### src/rtl/core/afr_pkg.sv
// ----------------------------------------------------------------------------
// afr_pkg
// Shared constants for the addressed frame receiver: item kinds, receive
// phases, register indexes and field widths.
// ----------------------------------------------------------------------------
package afr_pkg;

   localparam int BUFFER_DEPTH_DEFAULT = 64;

   localparam int BYTE_W      = 8;
   localparam int KIND_W      = 3;
   localparam int POS_W       = 6;
   localparam int PHASE_W     = 2;
   localparam int CSR_INDEX_W = 3;

   // Item kinds.
   localparam logic [KIND_W-1:0] KIND_BYTE        = 3'd0;
   localparam logic [KIND_W-1:0] KIND_DISABLE_RX  = 3'd1;
   localparam logic [KIND_W-1:0] KIND_SET_START   = 3'd2;
   localparam logic [KIND_W-1:0] KIND_READ        = 3'd3;
   localparam logic [KIND_W-1:0] KIND_CLEAR_FLAGS = 3'd4;

   // Receive phases.
   localparam logic [PHASE_W-1:0] PH_WAIT_START  = 2'd0;
   localparam logic [PHASE_W-1:0] PH_WAIT_ID     = 2'd1;
   localparam logic [PHASE_W-1:0] PH_WAIT_SUB_ID = 2'd2;
   localparam logic [PHASE_W-1:0] PH_STORE       = 2'd3;

   // Configuration register indexes.
   localparam logic [CSR_INDEX_W-1:0] CSR_START_CODE    = 3'd0;
   localparam logic [CSR_INDEX_W-1:0] CSR_END_CODE      = 3'd1;
   localparam logic [CSR_INDEX_W-1:0] CSR_MODULE_ID     = 3'd2;
   localparam logic [CSR_INDEX_W-1:0] CSR_MODULE_SUB_ID = 3'd3;
   localparam logic [CSR_INDEX_W-1:0] CSR_BROADCAST_ID  = 3'd4;

endpackage

### src/rtl/core/afr_ram.sv
// ----------------------------------------------------------------------------
// afr_ram
// Generic simple dual-port RAM: one write port, one read port with a
// registered read that updates only when read enable is high.
// ----------------------------------------------------------------------------
module afr_ram #(
   parameter int WIDTH = 8,
   parameter int DEPTH = 64
) (
   input  logic                     clock,
   input  logic                     wr_en,
   input  logic [$clog2(DEPTH)-1:0] wr_addr,
   input  logic [WIDTH-1:0]         wr_data,
   input  logic                     rd_en,
   input  logic [$clog2(DEPTH)-1:0] rd_addr,
   output logic [WIDTH-1:0]         rd_data
);

   logic [WIDTH-1:0] mem_ff [DEPTH];
   logic [WIDTH-1:0] rd_data_ff;

   always_ff @(posedge clock) begin
      if (wr_en) begin
         mem_ff[wr_addr] <= wr_data;
      end
      if (rd_en) begin
         rd_data_ff <= mem_ff[rd_addr];
      end
   end

   assign rd_data = rd_data_ff;

endmodule

### src/rtl/core/addressed_frame_receiver.sv
// ----------------------------------------------------------------------------
// addressed_frame_receiver
// Deframes start/id/sub id/data/end byte frames from a shared line into a
// ring buffer, with disable, consumer index, read and flag clear items.
// ----------------------------------------------------------------------------
// Path: an accepted item is held in the input register, then moves into the
// result register and buffer read register when it advances, which a held
// result can stall.
// Throughput: one item per cycle while responses are not stalled; the single
// buffer write port and the phase update never hold an item back.
// Reset clears the phase, pointers, flags and configuration registers; buffer
// contents are undefined until written.
module addressed_frame_receiver #(
   parameter int BUFFER_DEPTH = afr_pkg::BUFFER_DEPTH_DEFAULT
) (
   input  logic                               clock,
   input  logic                               reset,
   // Configuration.
   input  logic                               csr_we,
   input  logic [afr_pkg::CSR_INDEX_W-1:0]    csr_index,
   input  logic [afr_pkg::BYTE_W-1:0]         csr_wdata,
   // Request channel.
   input  logic                               req_valid,
   output logic                               req_stall,
   input  logic [afr_pkg::KIND_W-1:0]         req_kind,
   input  logic [afr_pkg::BYTE_W-1:0]         req_rx_byte,
   input  logic [afr_pkg::POS_W-1:0]          req_index,
   // Response channel.
   output logic                               rsp_valid,
   input  logic                               rsp_stall,
   output logic                               rsp_frame_done,
   output logic                               rsp_request_pending,
   output logic                               rsp_overflow,
   output logic [afr_pkg::PHASE_W-1:0]        rsp_rx_phase,
   output logic                               rsp_readback_disabled,
   output logic [afr_pkg::POS_W-1:0]          rsp_write_position,
   output logic [afr_pkg::POS_W-1:0]          rsp_end_position,
   output logic [afr_pkg::BYTE_W-1:0]         rsp_read_data
);

   localparam int AW          = $clog2(BUFFER_DEPTH);
   localparam int INDEX_COUNT = 2 ** afr_pkg::POS_W;
   localparam logic [AW-1:0] LAST_SLOT = AW'(BUFFER_DEPTH - 1);

   // Configuration registers.
   logic [afr_pkg::BYTE_W-1:0] start_code_ff, end_code_ff;
   logic [afr_pkg::BYTE_W-1:0] module_id_ff, module_sub_id_ff, broadcast_id_ff;

   // Input register.
   logic                        in_valid_ff;
   logic [afr_pkg::KIND_W-1:0]  kind_ff;
   logic [afr_pkg::BYTE_W-1:0]  rx_byte_ff;
   logic [afr_pkg::POS_W-1:0]   index_ff;

   // Receiver state.
   logic [afr_pkg::PHASE_W-1:0] phase_ff, phase_in;
   logic                        rx_dis_ff, rx_dis_in;
   logic [AW-1:0]               wr_ptr_ff, wr_ptr_in;
   logic [AW-1:0]               start_ptr_ff, start_ptr_in;
   logic [AW-1:0]               end_ptr_ff, end_ptr_in;
   logic                        ovf_ff, ovf_in;
   logic                        req_flag_ff, req_flag_in;

   // Result register.
   logic                        out_valid_ff;
   logic                        done_ff, done_in;
   logic                        rd_sel_ff;

   logic                        advance;
   logic                        ram_we, ram_re;
   logic [AW-1:0]               idx_wrap [INDEX_COUNT];
   logic [AW-1:0]               wr_next, wr_after, before_end;
   logic [afr_pkg::BYTE_W-1:0]  ram_q;

   // Index reduction modulo the buffer depth, as a constant table.
   for (genvar g = 0; g < INDEX_COUNT; g++) begin : g_idx
      assign idx_wrap[g] = AW'(g % BUFFER_DEPTH);
   end

   assign advance   = in_valid_ff && (!out_valid_ff || !rsp_stall);
   assign req_stall = in_valid_ff && !advance;

   assign wr_next    = (wr_ptr_ff == LAST_SLOT) ? '0 : wr_ptr_ff + AW'(1);
   assign wr_after   = (wr_next == LAST_SLOT) ? '0 : wr_next + AW'(1);
   assign before_end = (end_ptr_ff == '0) ? LAST_SLOT : end_ptr_ff - AW'(1);

   always_comb begin
      phase_in     = phase_ff;
      rx_dis_in    = rx_dis_ff;
      wr_ptr_in    = wr_ptr_ff;
      start_ptr_in = start_ptr_ff;
      end_ptr_in   = end_ptr_ff;
      ovf_in       = ovf_ff;
      req_flag_in  = req_flag_ff;
      done_in      = 1'b0;
      ram_we       = 1'b0;
      ram_re       = 1'b0;
      unique case (kind_ff)
         afr_pkg::KIND_BYTE: begin
            if (rx_dis_ff) begin
               if (rx_byte_ff == end_code_ff) begin
                  rx_dis_in = 1'b0;
               end
            end else begin
               unique case (phase_ff)
                  afr_pkg::PH_WAIT_START: begin
                     if (rx_byte_ff == start_code_ff) begin
                        phase_in = afr_pkg::PH_WAIT_ID;
                     end
                  end
                  afr_pkg::PH_WAIT_ID: begin
                     phase_in = (rx_byte_ff == module_id_ff || rx_byte_ff == broadcast_id_ff)
                              ? afr_pkg::PH_WAIT_SUB_ID : afr_pkg::PH_WAIT_START;
                  end
                  afr_pkg::PH_WAIT_SUB_ID: begin
                     phase_in = (rx_byte_ff == module_sub_id_ff ||
                                 rx_byte_ff == broadcast_id_ff)
                              ? afr_pkg::PH_STORE : afr_pkg::PH_WAIT_START;
                  end
                  afr_pkg::PH_STORE: begin
                     ram_we    = advance;
                     wr_ptr_in = wr_next;
                     if (wr_next == start_ptr_ff && wr_next != before_end) begin
                        ovf_in = 1'b1;
                     end
                     if (rx_byte_ff == end_code_ff) begin
                        end_ptr_in  = wr_after;
                        req_flag_in = 1'b1;
                        phase_in    = afr_pkg::PH_WAIT_START;
                        done_in     = 1'b1;
                     end
                  end
               endcase
            end
         end
         afr_pkg::KIND_DISABLE_RX: begin
            rx_dis_in = 1'b1;
         end
         afr_pkg::KIND_SET_START: begin
            start_ptr_in = idx_wrap[index_ff];
         end
         afr_pkg::KIND_READ: begin
            ram_re = advance;
         end
         afr_pkg::KIND_CLEAR_FLAGS: begin
            req_flag_in = 1'b0;
            ovf_in      = 1'b0;
         end
         default: begin
         end
      endcase
   end

   always_ff @(posedge clock) begin
      if (reset) begin
         start_code_ff    <= '0;
         end_code_ff      <= '0;
         module_id_ff     <= '0;
         module_sub_id_ff <= '0;
         broadcast_id_ff  <= '0;
      end else if (csr_we) begin
         unique case (csr_index)
            afr_pkg::CSR_START_CODE:    start_code_ff    <= csr_wdata;
            afr_pkg::CSR_END_CODE:      end_code_ff      <= csr_wdata;
            afr_pkg::CSR_MODULE_ID:     module_id_ff     <= csr_wdata;
            afr_pkg::CSR_MODULE_SUB_ID: module_sub_id_ff <= csr_wdata;
            afr_pkg::CSR_BROADCAST_ID:  broadcast_id_ff  <= csr_wdata;
            default: begin
            end
         endcase
      end
   end

   always_ff @(posedge clock) begin
      if (reset) begin
         in_valid_ff <= 1'b0;
      end else if (!req_stall) begin
         in_valid_ff <= req_valid;
      end
      if (req_valid && !req_stall) begin
         kind_ff    <= req_kind;
         rx_byte_ff <= req_rx_byte;
         index_ff   <= req_index;
      end
   end

   always_ff @(posedge clock) begin
      if (reset) begin
         phase_ff     <= afr_pkg::PH_WAIT_START;
         rx_dis_ff    <= 1'b0;
         wr_ptr_ff    <= '0;
         start_ptr_ff <= '0;
         end_ptr_ff   <= '0;
         ovf_ff       <= 1'b0;
         req_flag_ff  <= 1'b0;
         out_valid_ff <= 1'b0;
      end else begin
         if (advance) begin
            phase_ff     <= phase_in;
            rx_dis_ff    <= rx_dis_in;
            wr_ptr_ff    <= wr_ptr_in;
            start_ptr_ff <= start_ptr_in;
            end_ptr_ff   <= end_ptr_in;
            ovf_ff       <= ovf_in;
            req_flag_ff  <= req_flag_in;
            out_valid_ff <= 1'b1;
         end else if (!rsp_stall) begin
            out_valid_ff <= 1'b0;
         end
      end
      if (advance) begin
         done_ff   <= done_in;
         rd_sel_ff <= (kind_ff == afr_pkg::KIND_READ);
      end
   end

   afr_ram #(
      .WIDTH (afr_pkg::BYTE_W),
      .DEPTH (BUFFER_DEPTH)
   ) u_store (
      .clock   (clock),
      .wr_en   (ram_we),
      .wr_addr (wr_ptr_ff),
      .wr_data (rx_byte_ff),
      .rd_en   (ram_re),
      .rd_addr (idx_wrap[index_ff]),
      .rd_data (ram_q)
   );

   // The state only moves when an item advances into the result register, so
   // the live state is the status of the item being presented.
   assign rsp_valid             = out_valid_ff;
   assign rsp_frame_done        = done_ff;
   assign rsp_request_pending   = req_flag_ff;
   assign rsp_overflow          = ovf_ff;
   assign rsp_rx_phase          = phase_ff;
   assign rsp_readback_disabled = rx_dis_ff;
   assign rsp_write_position    = afr_pkg::POS_W'(wr_ptr_ff);
   assign rsp_end_position      = afr_pkg::POS_W'(end_ptr_ff);
   assign rsp_read_data         = rd_sel_ff ? ram_q : '0;

   a_done_status: assert property (@(posedge clock) disable iff (reset)
      rsp_valid && rsp_frame_done |->
         rsp_rx_phase == afr_pkg::PH_WAIT_START && rsp_request_pending &&
         !rsp_readback_disabled)
      else $error("frame end reported without matching status");

   a_write_in_store: assert property (@(posedge clock) disable iff (reset)
      ram_we |-> phase_ff == afr_pkg::PH_STORE && !rx_dis_ff && in_valid_ff)
      else $error("buffer written outside the storing phase");

   a_state_holds: assert property (@(posedge clock) disable iff (reset)
      out_valid_ff && rsp_stall |=>
         $stable(phase_ff) && $stable(wr_ptr_ff) && $stable(end_ptr_ff) &&
         $stable(ovf_ff) && $stable(req_flag_ff))
      else $error("receiver state moved while a result was held");

endmodule

### config.mk
export PLATFORM = sky130hd
export DESIGN_NAME = addressed_frame_receiver
export DESIGN_NICKNAME = d
export VERILOG_FILES = /design/src/rtl/core/afr_pkg.sv /design/src/rtl/core/afr_ram.sv /design/src/rtl/core/addressed_frame_receiver.sv
export SDC_FILE = /design/constraint.sdc
export NUM_CORES = 1
export LEC_CHECK = 0
export BUFFER_PORTS_ARGS = -buffer_cell sky130_fd_sc_hd__buf_2
export CORE_MARGIN = 1
export CORE_UTILIZATION = 47
export DETAILED_ROUTE_END_ITERATION = 10
export PLACE_DENSITY_LB_ADDON = 0.12
export RECOVER_POWER = 50
export SKIP_LAST_GASP = 1
export SYNTH_ARGS = -nofsm -noshare
export SYNTH_HDL_FRONTEND = slang
export SYNTH_HIERARCHICAL = 1
export SYNTH_SLANG_ARGS = --single-unit
### constraint.sdc
create_clock -name clock -period 4.85 [get_ports clock]
set_clock_uncertainty 0.1 [all_clocks]
set_input_delay 1.2125 -clock clock [delete_from_list [all_inputs] [get_ports clock]]
set_output_delay 1.2125 -clock clock [all_outputs]
set_load 0.02 [all_outputs]
==> results.md <==
- Post-Syn Area: 0.0244 mm2
- Share of layout cells above drive strength 1: 21.4%
- Max Fclk: 243 MHz
- Core area: 0.0513 mm2
- Clock Pin Slew Worst Setup and Hold Paths: 60 ps
- Cts repair resizes: 0
- Hold Buf Count CTS: 0
- Seq/Total Area, Yosys: 71.8%
- Vias in the first global route: 13317
- R2R Setup Slk: 730 ps
- Failing checks: capacitance limit, slew limit
- Post-synth top cells: 539 x edfxtp_1, 126 x mux4_2, 124 x nand2_1
- VDD IR max: 0.303 mV
- Largest net degree at the start of global routing: 73
- Number of max-cap violations: 9
- Final HPWL DP: 36600 um
- Hold Crit Depth: 2
- Tcrit/Tclk final: 84.9%
- Worst reg2reg path depth: 2
- First-pass GRT wire length: 88700 um
- Register bit total from synthesis: 604
- Initial Util: 47.5%
- Setup CP Type: flop to flop
- Yosys cell types: 62
- Drt first-iter violations: 1265
- DRT Wirelength: 58900 um
- Total die area: 0.0528 mm2
- Min Clock Period, post-route: 4120 ps
- Max-slew headroom: -127%
- Worst min-delay path startpoint: end_code_ff[4]
- Setup Fix Bufs, Post-CTS: 0
- Worst r2r src: rx_byte_ff[7]
- Crit-path cells: clkbuf_1 -> clkbuf_1
- Crit-path most repeated cell: clkbuf_1
- Dpl ws: 620 ps
- Slowest cell on the critical path: clkbuf_1
- PD cells: 402 mW/mm2
- Post-Synthesis Net Count: 1456
- Predominant post-synthesis flop cell: edfxtp_1
- Status: complete, but fails checks
- RR Endpoint: u_store/mem_ff[62][7]
- Die Width: 230 um
- Hold Crit Class: flop to flop
- Top cells by area in the synthesized netlist: edfxtp_1 66%, mux4_2 12%, dfxtp_1 5.3%
- Drt first pass iters: 5
- Syn avg cell area: 17.2 um2
- RSZ-0062 raised after global routing: no
- Setup ws final: 733 ps
- CTS Buffer Depth: 3
- Cells after Synth: 1419
- Final Wtd Congestion: 0.857
- Residual DRC: 0
- GRT overflow: 0
- Worst slew pin tran: 3400 ps
- Top Ports: 61
- YS warnings: 6
- Diodes inserted: 0
- Root Driver: clkbuf_16
- Area growth syn-to-layout: 12.9%
- Via density: 5.86
- Slew Limit Fails: 464
- Top-count cell post-synth: edfxtp_1
- Setup crit end kind: flop
- Post-synth EDFFs: 539
- Startpoint Class: flop
- Synth area leader: edfxtp_1
- Final hold vios: 0
- NumNets Final: 1550
- Crit path DAT: 4010 ps
- Leakage: 8.76 nW
- CP Max Fanout: 49
- Initial antenna violation count: 0
- CTS tree: done
- Max incr delay on CP: 1990 ps
- Num Clock Sinks: 604
- Synth top area share: 66.4%
- CTS Buf Count: 66
- Setup TNS: 0 ps
- Worst EP required: 4740 ps
- Ys async rst share: 0%
- Hold Crit Endpoint: end_code_ff[4]
- Chip Height: 230 um
- # setup viols final: 0
- Skew-Pair Late Insertion Delay: 600 ps
- Via count: 13158
- Buffers on Ports: 60
- Rows: 83
- Routed Antenna Nets: 0
- WL/cell: 26.2 um
- Global-route usage over all layers: 23.0%
- H-tree depth: 3
-- cells by family (layout without fill, tap and decap cells) --
group | count (synthesis) | count (layout) | synth area share, %
buf+inv | 85 | 232 | 1.88
simple gates | 355 | 355 | 6.72
fa+ha+maj | 4 | 4 | 0.205
compound gates | 144 | 144 | 3.88
xor+xnor | 58 | 58 | 2.08
flops | 604 | 604 | 71.8
mux | 169 | 169 | 13.5
-- per-layer routing --
metal  part of all wire, %  track usage, %
met5                     0               0
met4                   2.5            7.64
met3                   6.4            4.10
met2                    47            35.3
met1                    44            33.4
-- layout by cell type, fill, tap and decap left out, drive strengths merged, types with 6 or more instances in the layout --
cell type / netlist / layout
edfxtp: 539 / 539
mux4: 126 / 126
nand2: 124 / 124
nor2: 113 / 113
clkbuf: 39 / 90
buf: 39 / 90
dfxtp: 65 / 65
a21oi: 59 / 59
xnor2: 40 / 40
clkinv: 0 / 32
mux2i: 30 / 30
nand3: 23 / 23
xor2: 18 / 18
nor2b: 17 / 17
nor3: 15 / 15
mux2: 13 / 13
and2: 13 / 13
inv: 7 / 13
o21ai: 12 / 12
nand4: 10 / 10
o22ai: 10 / 10
nand2b: 8 / 8
o221ai: 8 / 8
nor4: 7 / 7
a211oi: 7 / 7
a221oi: 6 / 6
nand3b: 6 / 6
-- metrics by stage --
stage	std cells	util (%)	total power [W]	cell area, um2	hold WS, ps
5_1_grt	2246	53.6	0.0114	27500	381
3_3_place_gp	2125	49.6	0.00633	25500	356
2_1_floorplan	1419	-	0.00614	24400	346
6_report	2246	53.6	0.0111	27500	366
4_1_cts	2246	53.7	0.0112	27600	367
3_5_place_dp	2125	49.6	0.00633	25500	359
-- flip-flops by register name, indices dropped and copies added (netlist names), 2 cells and up --
signal	cells
broadcast_id_ff	8
rsp_end_position	6
u_store/mem_ff	512
kind_ff	3
end_code_ff	8
rx_byte_ff	8
start_code_ff	8
module_id_ff	8
u_store/rd_data	8
rsp_rx_phase	2
rsp_write_position	6
module_sub_id_ff	8
start_ptr_ff	6
index_ff	6
-- worst max path at each step --
stage	start	to	slack (ps)
after floorplan	rsp_stall	u_store/mem_ff[62][0]	1140
after global placement	rsp_stall	u_store/mem_ff[34][5]	700
after detailed placement	rsp_stall	u_store/mem_ff[2][1]	620
after CTS	rsp_stall	u_store/mem_ff[2][1]	1240
after global routing	rx_byte_ff[7]	u_store/mem_ff[62][7]	490
final	rx_byte_ff[7]	u_store/mem_ff[62][7]	730
-- worst max-delay path: cells and delay by family (launching register included) --
kind | cells | cell delay, ps
buf+inv | 2 | 3030
flops | 1 | 330
-- final cells by class --
| cell class | count | area, um2 |
|---|---|---|
| clock buffer | 76 | 1710 |
| clock inverter | 45 | 373 |
| fill | 4157 | 23800 |
| inverter | 7 | 26.3 |
| multi-input combinational | 730 | 6420 |
| sequential | 604 | 17500 |
| tap | 680 | 851 |
| timing repair buffer | 104 | 633 |
-- power by group --
part | internal (W) | switching, W
Combinational | 0.000185 | 0.000292
Sequential | 0.00569 | 0.0000483
Clock | 0.00281 | 0.00203
(Power assumes the default switching activity.)
